===== src/sv/scfc_pkg.sv =====
// Types and constants shared by the sensor frame checker.
package scfc_pkg;

    localparam int CFG_ADDR_W = 1;
    localparam int CFG_DATA_W = 8;

    localparam logic [CFG_ADDR_W-1:0] REG_CRC_POLY  = 1'b0;
    localparam logic [CFG_ADDR_W-1:0] REG_HUM_FIRST = 1'b1;

    localparam logic [7:0] CRC_POLY_RESET = 8'h31;
    localparam logic [7:0] CRC_INIT       = 8'hFF;

    localparam logic [14:0] TEMP_SCALE  = 15'd17500;
    localparam logic [13:0] HUM_SCALE   = 14'd10000;
    localparam logic [14:0] TEMP_OFFSET = 15'd4500;

    typedef struct packed {
        logic [15:0] temperature_raw;
        logic [15:0] humidity_raw;
        logic        temperature_crc_ok;
        logic        humidity_crc_ok;
    } scfc_frame_t;

endpackage


===== src/sv/scfc_ifs.sv =====
// Handshake interfaces for the byte, result and configuration channels.
interface scfc_in_if;
    logic       valid;
    logic       ready;
    logic [7:0] rx_byte;
    logic       frame_start;

    modport source (output valid, output rx_byte, output frame_start, input ready);
    modport sink   (input valid, input rx_byte, input frame_start, output ready);
endinterface


interface scfc_cfg_if;
    logic                          valid;
    logic                          ready;
    logic [scfc_pkg::CFG_ADDR_W-1:0] addr;
    logic [scfc_pkg::CFG_DATA_W-1:0] wdata;

    modport source (output valid, output addr, output wdata, input ready);
    modport sink   (input valid, input addr, input wdata, output ready);
endinterface


===== src/sv/scfc_front.sv =====
// Front end: byte framing, per-word CRC check and frame assembly.
module scfc_front
(
    input  logic                  clk,
    input  logic                  rst_n,
    scfc_in_if.sink               rx,
    scfc_cfg_if.sink              cfg,
    input  logic                  fifo_full,
    output logic                  push,
    output scfc_pkg::scfc_frame_t push_data
);
    import scfc_pkg::*;

    localparam logic [2:0] POS_FIRST_CHECK = 3'd2;
    localparam logic [2:0] POS_LAST        = 3'd5;

    logic [7:0]  poly_reg;
    logic        hum_first_reg;
    logic [2:0]  pos_reg, pos_next;
    logic [7:0]  crc_reg, crc_next;
    logic [15:0] partial_reg, partial_next;
    logic [15:0] first_reg, first_next;
    logic        first_ok_reg, first_ok_next;

    logic        accept;
    logic [2:0]  pos_eff;
    logic [7:0]  crc_base;
    logic [7:0]  crc_folded;
    logic        crc_match;

    function automatic logic [7:0] crc_fold(input logic [7:0] crc,
                                            input logic [7:0] data,
                                            input logic [7:0] poly);
        logic [7:0] c;
        c = crc ^ data;
        for (int i = 0; i < 8; i++)
        begin
            c = c[7] ? ({c[6:0], 1'b0} ^ poly) : {c[6:0], 1'b0};
        end
        return c;
    endfunction

    assign cfg.ready = 1'b1;
    assign rx.ready  = !fifo_full;
    assign accept    = rx.valid && rx.ready;

    always_comb
    begin
        pos_eff    = (rx.frame_start || pos_reg > POS_LAST) ? 3'd0 : pos_reg;
        crc_base   = (pos_eff inside {3'd0, 3'd3}) ? CRC_INIT : crc_reg;
        crc_folded = crc_fold(crc_base, rx.rx_byte, poly_reg);
        crc_match  = (crc_reg == rx.rx_byte);

        pos_next      = pos_reg;
        crc_next      = crc_reg;
        partial_next  = partial_reg;
        first_next    = first_reg;
        first_ok_next = first_ok_reg;

        if (accept)
        begin
            if (pos_eff inside {3'd0, 3'd3})
            begin
                crc_next     = crc_folded;
                partial_next = {rx.rx_byte, 8'h00};
                pos_next     = pos_eff + 3'd1;
            end
            else if (pos_eff inside {3'd1, 3'd4})
            begin
                crc_next     = crc_folded;
                partial_next = partial_reg | {8'h00, rx.rx_byte};
                pos_next     = pos_eff + 3'd1;
            end
            else if (pos_eff == POS_FIRST_CHECK)
            begin
                crc_next      = CRC_INIT;
                first_next    = partial_reg;
                first_ok_next = crc_match;
                pos_next      = pos_eff + 3'd1;
            end
            else
            begin
                crc_next = CRC_INIT;
                pos_next = 3'd0;
            end
        end
    end

    // The last byte of a frame hands both words to the queue in output order.
    always_comb
    begin
        push = accept && (pos_eff == POS_LAST);
        if (hum_first_reg)
        begin
            push_data.humidity_raw       = first_reg;
            push_data.humidity_crc_ok    = first_ok_reg;
            push_data.temperature_raw    = partial_reg;
            push_data.temperature_crc_ok = crc_match;
        end
        else
        begin
            push_data.temperature_raw    = first_reg;
            push_data.temperature_crc_ok = first_ok_reg;
            push_data.humidity_raw       = partial_reg;
            push_data.humidity_crc_ok    = crc_match;
        end
    end

    always_ff @(posedge clk or negedge rst_n)
    begin
        if (!rst_n)
        begin
            poly_reg      <= CRC_POLY_RESET;
            hum_first_reg <= 1'b0;
            pos_reg       <= 3'd0;
            crc_reg       <= CRC_INIT;
            first_ok_reg  <= 1'b0;
        end
        else
        begin
            if (cfg.valid && cfg.ready)
            begin
                case (cfg.addr)
                    REG_CRC_POLY:  poly_reg      <= cfg.wdata;
                    REG_HUM_FIRST: hum_first_reg <= cfg.wdata[0];
                    default:       ;
                endcase
            end
            pos_reg      <= pos_next;
            crc_reg      <= crc_next;
            first_ok_reg <= first_ok_next;
        end
    end

    always_ff @(posedge clk)
    begin
        partial_reg <= partial_next;
        first_reg   <= first_next;
    end

endmodule


===== src/flat_wrapper.sv =====
// flat-port wrapper written by rule: the top's interface ports become plain ports
module scfc_front_flat import scfc_pkg::*;
  (clk, rst_n, fifo_full, push, push_data, rx_valid, rx_rx_byte, rx_frame_start, rx_ready, cfg_valid, cfg_addr, cfg_wdata, cfg_ready);
  scfc_in_if rx_i ();
  scfc_cfg_if cfg_i ();
  input  logic clk;
  input  logic rst_n;
  input  logic fifo_full;
  output logic push;
  output scfc_pkg::scfc_frame_t push_data;
  input wire logic [$bits(rx_i.valid)-1:0] rx_valid;
  input wire logic [$bits(rx_i.rx_byte)-1:0] rx_rx_byte;
  input wire logic [$bits(rx_i.frame_start)-1:0] rx_frame_start;
  output wire logic [$bits(rx_i.ready)-1:0] rx_ready;
  input wire logic [$bits(cfg_i.valid)-1:0] cfg_valid;
  input wire logic [$bits(cfg_i.addr)-1:0] cfg_addr;
  input wire logic [$bits(cfg_i.wdata)-1:0] cfg_wdata;
  output wire logic [$bits(cfg_i.ready)-1:0] cfg_ready;
  assign rx_i.valid = rx_valid;
  assign rx_i.rx_byte = rx_rx_byte;
  assign rx_i.frame_start = rx_frame_start;
  assign rx_ready = rx_i.ready;
  assign cfg_i.valid = cfg_valid;
  assign cfg_i.addr = cfg_addr;
  assign cfg_i.wdata = cfg_wdata;
  assign cfg_ready = cfg_i.ready;
  scfc_front u_core (.clk(clk), .rst_n(rst_n), .rx(rx_i), .cfg(cfg_i), .fifo_full(fifo_full), .push(push), .push_data(push_data));
endmodule

===== config.mk =====
export PLATFORM = sky130hd
export DESIGN_NAME = scfc_front_flat
export DESIGN_NICKNAME = d
export VERILOG_FILES = /design/src/sv/scfc_pkg.sv /design/src/sv/scfc_ifs.sv /design/src/sv/scfc_front.sv /design/src/flat_wrapper.sv
export SDC_FILE = /design/constraint.sdc
export NUM_CORES = 1
export LEC_CHECK = 0
export ABC_AREA = 1
export BUFFER_PORTS_ARGS = -buffer_cell sky130_fd_sc_hd__clkbuf_2
export CAP_MARGIN = 5
export CORE_MARGIN = 2
export CORE_UTILIZATION = 52
export CTS_CLUSTER_SIZE = 8
export DETAILED_ROUTE_END_ITERATION = 10
export PLACE_DENSITY = 0.73
export SLEW_MARGIN = 20
export SYNTH_ARGS = -nofsm -noshare
export SYNTH_HDL_FRONTEND = slang
export SYNTH_SLANG_ARGS = --single-unit

===== constraint.sdc =====
create_clock -name clk -period 3.3 [get_ports clk]
set_input_delay 0.66 -clock clk [delete_from_list [all_inputs] [get_ports clk]]
set_output_delay 0.66 -clock clk [all_outputs]
set_load 0.02 [all_outputs]

[After elaboration in Yosys (flattened, before gate mapping)]
Index checks and enable logic that the tools add are counted.
Storage, ports and cells
  output and inout port bits: 37
  logic and storage cells: 59
  bits of input ports: 23
  bits in registers: 53
Cells by class
  muxes and demuxes: 18
  bitwise operators: 13
  equality and inequality tests: 6
  $lt $le $gt $ge: 1
  $add $sub $neg: 1
  reduce and logical (&&, ||, !) cells: 12
Operators with widths (count)
  8-bit 2-to-1 mux: 11
  8-bit bitwise XOR: 9
  34-bit 2-to-1 mux: 1
  16-bit 2-to-1 mux: 2
  16-bit by 8-bit bitwise OR with 16-bit output: 1
  3-bit 2-to-1 mux: 4
  8-bit equality test: 1
  3-bit by 2-bit equality test with 1-bit output (second input constant): 2
  3-bit equality test (second input constant): 2
  2-bit AND reduction: 3
  2-bit nonzero test: 3
  4-bit AND reduction: 1
  3-bit by 1-bit adder with 3-bit output (second input constant): 1
  3-bit by 1-bit equality test with 1-bit output (second input constant): 1
  3-bit > comparator (second input constant): 1
  3-bit zero test: 1
  1-bit inverter: 3
  1-bit logical AND: 2
  1-bit zero test: 1
  1-bit logical OR: 1

[Depth between registers and ports, before layout]
  depth after elaboration: 25
  mapped depth: 39
  mapped depth without buffers: 35

[Worst setup path before layout]
No wires, ideal clock.
  kind: input -> register
  from: input port rx_frame_start
  to: register u_core.crc_reg[6]
  arrival: 3676 ps
  data required time: 3227 ps
  path buffers: 4
  setup slack: -449 ps
  setup time: 73 ps
  stages: 38
  path through: a21oi_1 -> nand2_1 -> inv_1 -> ha_1 -> ha_1 -> inv_1 -> nand2_2 -> buf_6 -> nand2_4 -> nand2_2 -> inv_2 -> nand2_1 -> nand2_2 -> buf_6 -> nand2_2 -> nand2_1 -> nand2_1 -> inv_2 -> [... 2 more ...] -> buf_6 -> nand2_2 -> nor2_1 -> inv_1 -> nand2_1 -> nand2_2 -> nand2_4 -> nand2_1 -> nand2_2 -> nand2_2 -> nand2_1 -> nand2_1 -> nand2_2 -> buf_6 -> nand2_1 -> nand2_1 -> nand2_1 -> a21oi_1
Between the ends
  word-level cells in the longest chain between the ends: 23
  elaborated cells on any way between the ends: 28
  those cells by class: eq/ne (3); mux (12); bitwise (9); reduce/logical (4)
Ends and longest elaborated chain
  from (decl): line flat_wrapper.sv:13  | input wire logic [$bits(rx_i.frame_start)-1:0] rx_frame_start;
  1-bit logical OR (*): line scfc_front.sv:49  | pos_eff = (rx.frame_start || pos_reg > POS_LAST) ? 3'd0 : pos_reg;
  3-bit 2-to-1 mux (*): line scfc_front.sv:49
  3-bit by 2-bit equality test with 1-bit output or 3-bit zero test (tied branches): line scfc_front.sv:50, scfc_front.sv:62
  2-bit nonzero test: line scfc_front.sv:50, scfc_front.sv:62
  8-bit 2-to-1 mux: line scfc_front.sv:50  | crc_base = (pos_eff inside {3'd0, 3'd3}) ? CRC_INIT : crc_reg;
  8-bit bitwise XOR: line scfc_front.sv:35  | c = crc ^ data;
  8-bit bitwise XOR: line scfc_front.sv:38  | c = c[7] ? ({c[6:0], 1'b0} ^ poly) : {c[6:0], 1'b0};
  8-bit 2-to-1 mux: line scfc_front.sv:38
  [... 7 more ...]
  8-bit bitwise XOR or 8-bit 2-to-1 mux (tied branches): line scfc_front.sv:38
  8-bit 2-to-1 mux or 8-bit bitwise XOR (tied branches): line scfc_front.sv:38
  8-bit bitwise XOR or 8-bit 2-to-1 mux (tied branches): line scfc_front.sv:38
  8-bit 2-to-1 mux or 8-bit bitwise XOR (tied branches): line scfc_front.sv:38
  8-bit bitwise XOR or 8-bit 2-to-1 mux (tied branches): line scfc_front.sv:38
  8-bit 2-to-1 mux: line scfc_front.sv:38
  8-bit 2-to-1 mux: line scfc_front.sv:68  | else if (pos_eff inside {3'd1, 3'd4})
  8-bit 2-to-1 mux (*): line scfc_front.sv:62  | if (pos_eff inside {3'd0, 3'd3})
  to (signal assigned): line scfc_front.sv:130  | crc_reg <= crc_next;
  to (decl): line scfc_front.sv:20  | logic [7:0] crc_reg, crc_next;
Every way passes the cells marked *; elsewhere a longest branch is shown, timed or not.
A chain may end at the register's enable or synchronous reset.

[Worst setup path after layout]
  from: input port rx_frame_start
  to: register u_core.crc_reg[7]
Between the ends
  word-level cells in the longest chain between the ends: 23
  elaborated cells on any way between the ends: 28
  those cells by class: eq/ne (3); mux (12); bitwise (9); reduce/logical (4)
Ends and longest elaborated chain (line)
  1-bit logical OR (*): scfc_front.sv:49
  3-bit 2-to-1 mux (*): scfc_front.sv:49
  3-bit by 2-bit equality test with 1-bit output or 3-bit zero test (tied branches): scfc_front.sv:50, scfc_front.sv:62
  2-bit nonzero test: scfc_front.sv:50, scfc_front.sv:62
  8-bit 2-to-1 mux: scfc_front.sv:50
  8-bit bitwise XOR: scfc_front.sv:35
  8-bit 2-to-1 mux or 8-bit bitwise XOR (tied branches): scfc_front.sv:38
  8-bit bitwise XOR or 8-bit 2-to-1 mux (tied branches): scfc_front.sv:38
  [... 7 more ...]
  8-bit bitwise XOR or 8-bit 2-to-1 mux (tied branches): scfc_front.sv:38
  8-bit 2-to-1 mux or 8-bit bitwise XOR (tied branches): scfc_front.sv:38
  8-bit bitwise XOR or 8-bit 2-to-1 mux (tied branches): scfc_front.sv:38
  8-bit 2-to-1 mux or 8-bit bitwise XOR (tied branches): scfc_front.sv:38
  8-bit bitwise XOR or 8-bit 2-to-1 mux (tied branches): scfc_front.sv:38
  8-bit 2-to-1 mux: scfc_front.sv:38
  8-bit 2-to-1 mux: scfc_front.sv:68
  8-bit 2-to-1 mux (*): scfc_front.sv:62
Marked as above.

==> metrics.txt <==
worst slew pin tran 811.1 ps; status finished with violations; Buf+Inv Stages, Crit Path 7; top cell type's share of synthesized area 24.34%; Die ar. 0.008305 mm²; Final Hold Violating Endpoints 0; biggest area consumer among synthesized cells edfxtp_1; Layout Area Growth over Synthesis 39.62%; clock buffer depth 2; synthesized area per cell 6.950 µm²; CORE AREA 0.007292 mm²; Final #Nets 710; fin crit share 113.7%; synthesized area 0.003948 mm²; DP HPWL 7678 µm; top-count cell post-synth nand2_1; HP Class input port to asynchronous set/reset pin; Ys Warns 0; final setup violation count 8; Critical Path Fanout Max 7; unrepaired setup endpoints after global routing yes; clock latency on the worst-skew pair 300 ps; initial antenna violation count 0; largest cells by area after synthesis edfxtp_1, nand2_1, dfstp_2; top routing layer in use met4; Avg WL per Cell 15.06 µm; IO buf count 58; crit end category register; cell area after layout 0.005512 mm²; share of layout cells above drive strength 1 40.26%; first-pass GRT wire length 18260 µm; DR pass1 iterations 5; largest net degree at the start of global routing 37; Core Rows 31; min Tclk post-route 3753 ps; Synth Instances 568; Routed WL 11780 µm; H-tree depth 2; n_diodes 0; TritonCTS buffer count 5; Sink Count 53; Metal-1 WL 4846 µm; share of flip-flops with an asynchronous set or reset 39.62%; library cells used by synthesis 30; 1st-iter DRT viols 328; number of global-route vias before repair 3853; delay-heaviest family, CP simple AND/OR/NAND/NOR gates; crit path DAT 3980 ps; Crit-path slowest cell xnor2_1; met3 wire length 663 µm; CTS Root Cell clkbuf_8; WHS 335.1 ps; Max Cap Viol 0; CP required 3530 ps; crit start category input port; slew margin rel. 45.87%; register area share after synthesis 38.00%; overall routing resource usage 26.79%; EDFF count, synth 32; CP Class input port to register; initial core utilization 54.14%; # DRC 0; Die W 91.13 µm; Most used DFF post-synth edfxtp_1; DP Worst Slack -739.8 ps; violations in the final reports negative setup slack; Post-synth top cells nand2_1, inv_1, nand3_1; Max Fclk 0.2665 GHz; vias per std cell 5.367; post-detailed-route count of antenna-violating nets 0; grt ovf 0; Die Span Y 91.13 µm; metal2 WL 5959 µm; Clock Skews 7.751 ps; Placer Congestion 0.9121; CTS tree yes; clock slew at reported path FFs 90 ps; post-synthesis net count 596; Final WS setup -452.6 ps; Yosys reg bits 53; Vias 4197; Post-Place Cell Area 0.004710 mm²; I/O pin cnt 60; Slew Limit Fails 0; Worst path max stage delay 300 ps
==> layout make-up <==
| cell class | count | area (µm²) |
|---|---|---|
| inverter | 71 | 274.0 |
| multi-input combinational | 419 | 2646 |
| clock buffer | 6 | 72.57 |
| sequential | 53 | 1500 |
| clock inverter | 2 | 13.76 |
| tap | 99 | 123.9 |
| timing repair buffer | 132 | 880.8 |
| fill | 527 | 1780 |
==> routing by layer <==
layer	vias to the layer above	track usage [%]
met2	185	46.73
met3	38	3.734
met1	1969	35.62
met5	-	0
met4	0	5.556
li1	2005	-
==> through the flow <==
stage / TNS, ps / instances / utilization [%]
2_1_floorplan: -2046 / 568 / -
3_3_place_gp: -4406 / 752 / 64.58
3_5_place_dp: -5651 / 752 / 64.58
4_1_cts: -1797 / 775 / 71.40
5_1_grt: -4698 / 782 / 75.58
6_report: -3313 / 782 / 75.58
==> timing repair <==
item | 4_1_cts | 5_1_grt
hold buffers | 0 | 0
buffers inserted | 13 | 7
resized for setup | 74 | 59
pin swaps | 35 | 50
gates cloned | 2 | 0
endpoints found under the setup margin | 8 | 8
==> kinds of logic (layout without fill, tap and decap cells) <==
group	Yosys count	in the layout	share of synthesized area, %
other	1	1	0.09500
adder cells (fa/ha/maj)	5	5	1.585
XOR/XNOR	31	31	6.878
buffers and inverters	97	211	10.40
AO/OA/AOI/OAI	59	59	7.671
multiplexers	2	2	0.5705
AND/OR/NAND/NOR	320	321	34.80
flip-flops	53	53	38.00
==> worst paths after layout <==
check	cells after the start	slack [ps]	from	end
max in group asynchronous	1	2590	rst_n	u_core.crc_reg[7]
hold reg to reg	0	460	u_core.partial_reg[11]	u_core.first_reg[11]
hold / removal	1	340	rst_n	u_core.poly_reg[2]
min in group clk	0	460	u_core.partial_reg[11]	u_core.first_reg[11]
setup reg to reg	28	-450	u_core.pos_reg[1]	u_core.crc_reg[7]
setup / recovery	29	-450	rx_frame_start	u_core.crc_reg[7]
==> layout by cell type (no fill, tap or decap), types with 3 or more instances in the layout <==
cell,instances
a21oi_1,9
a21oi_2,4
buf_4,67
buf_6,6
clkbuf_2,58
clkbuf_8,5
dfrtp_1,10
dfstp_2,11
edfxtp_1,32
inv_1,58
inv_2,12
nand2_1,135
nand2_2,42
nand2_4,23
nand2_8,6
nand3_1,43
nand3_2,8
nand3_4,7
nor2_1,45
nor2_4,5
o21ai_0,41
xnor2_1,16
xnor2_2,3
xor2_1,7
Power is not shown: default switching activity piles up to over one toggle a cycle in this logic, so the estimate is an artifact.
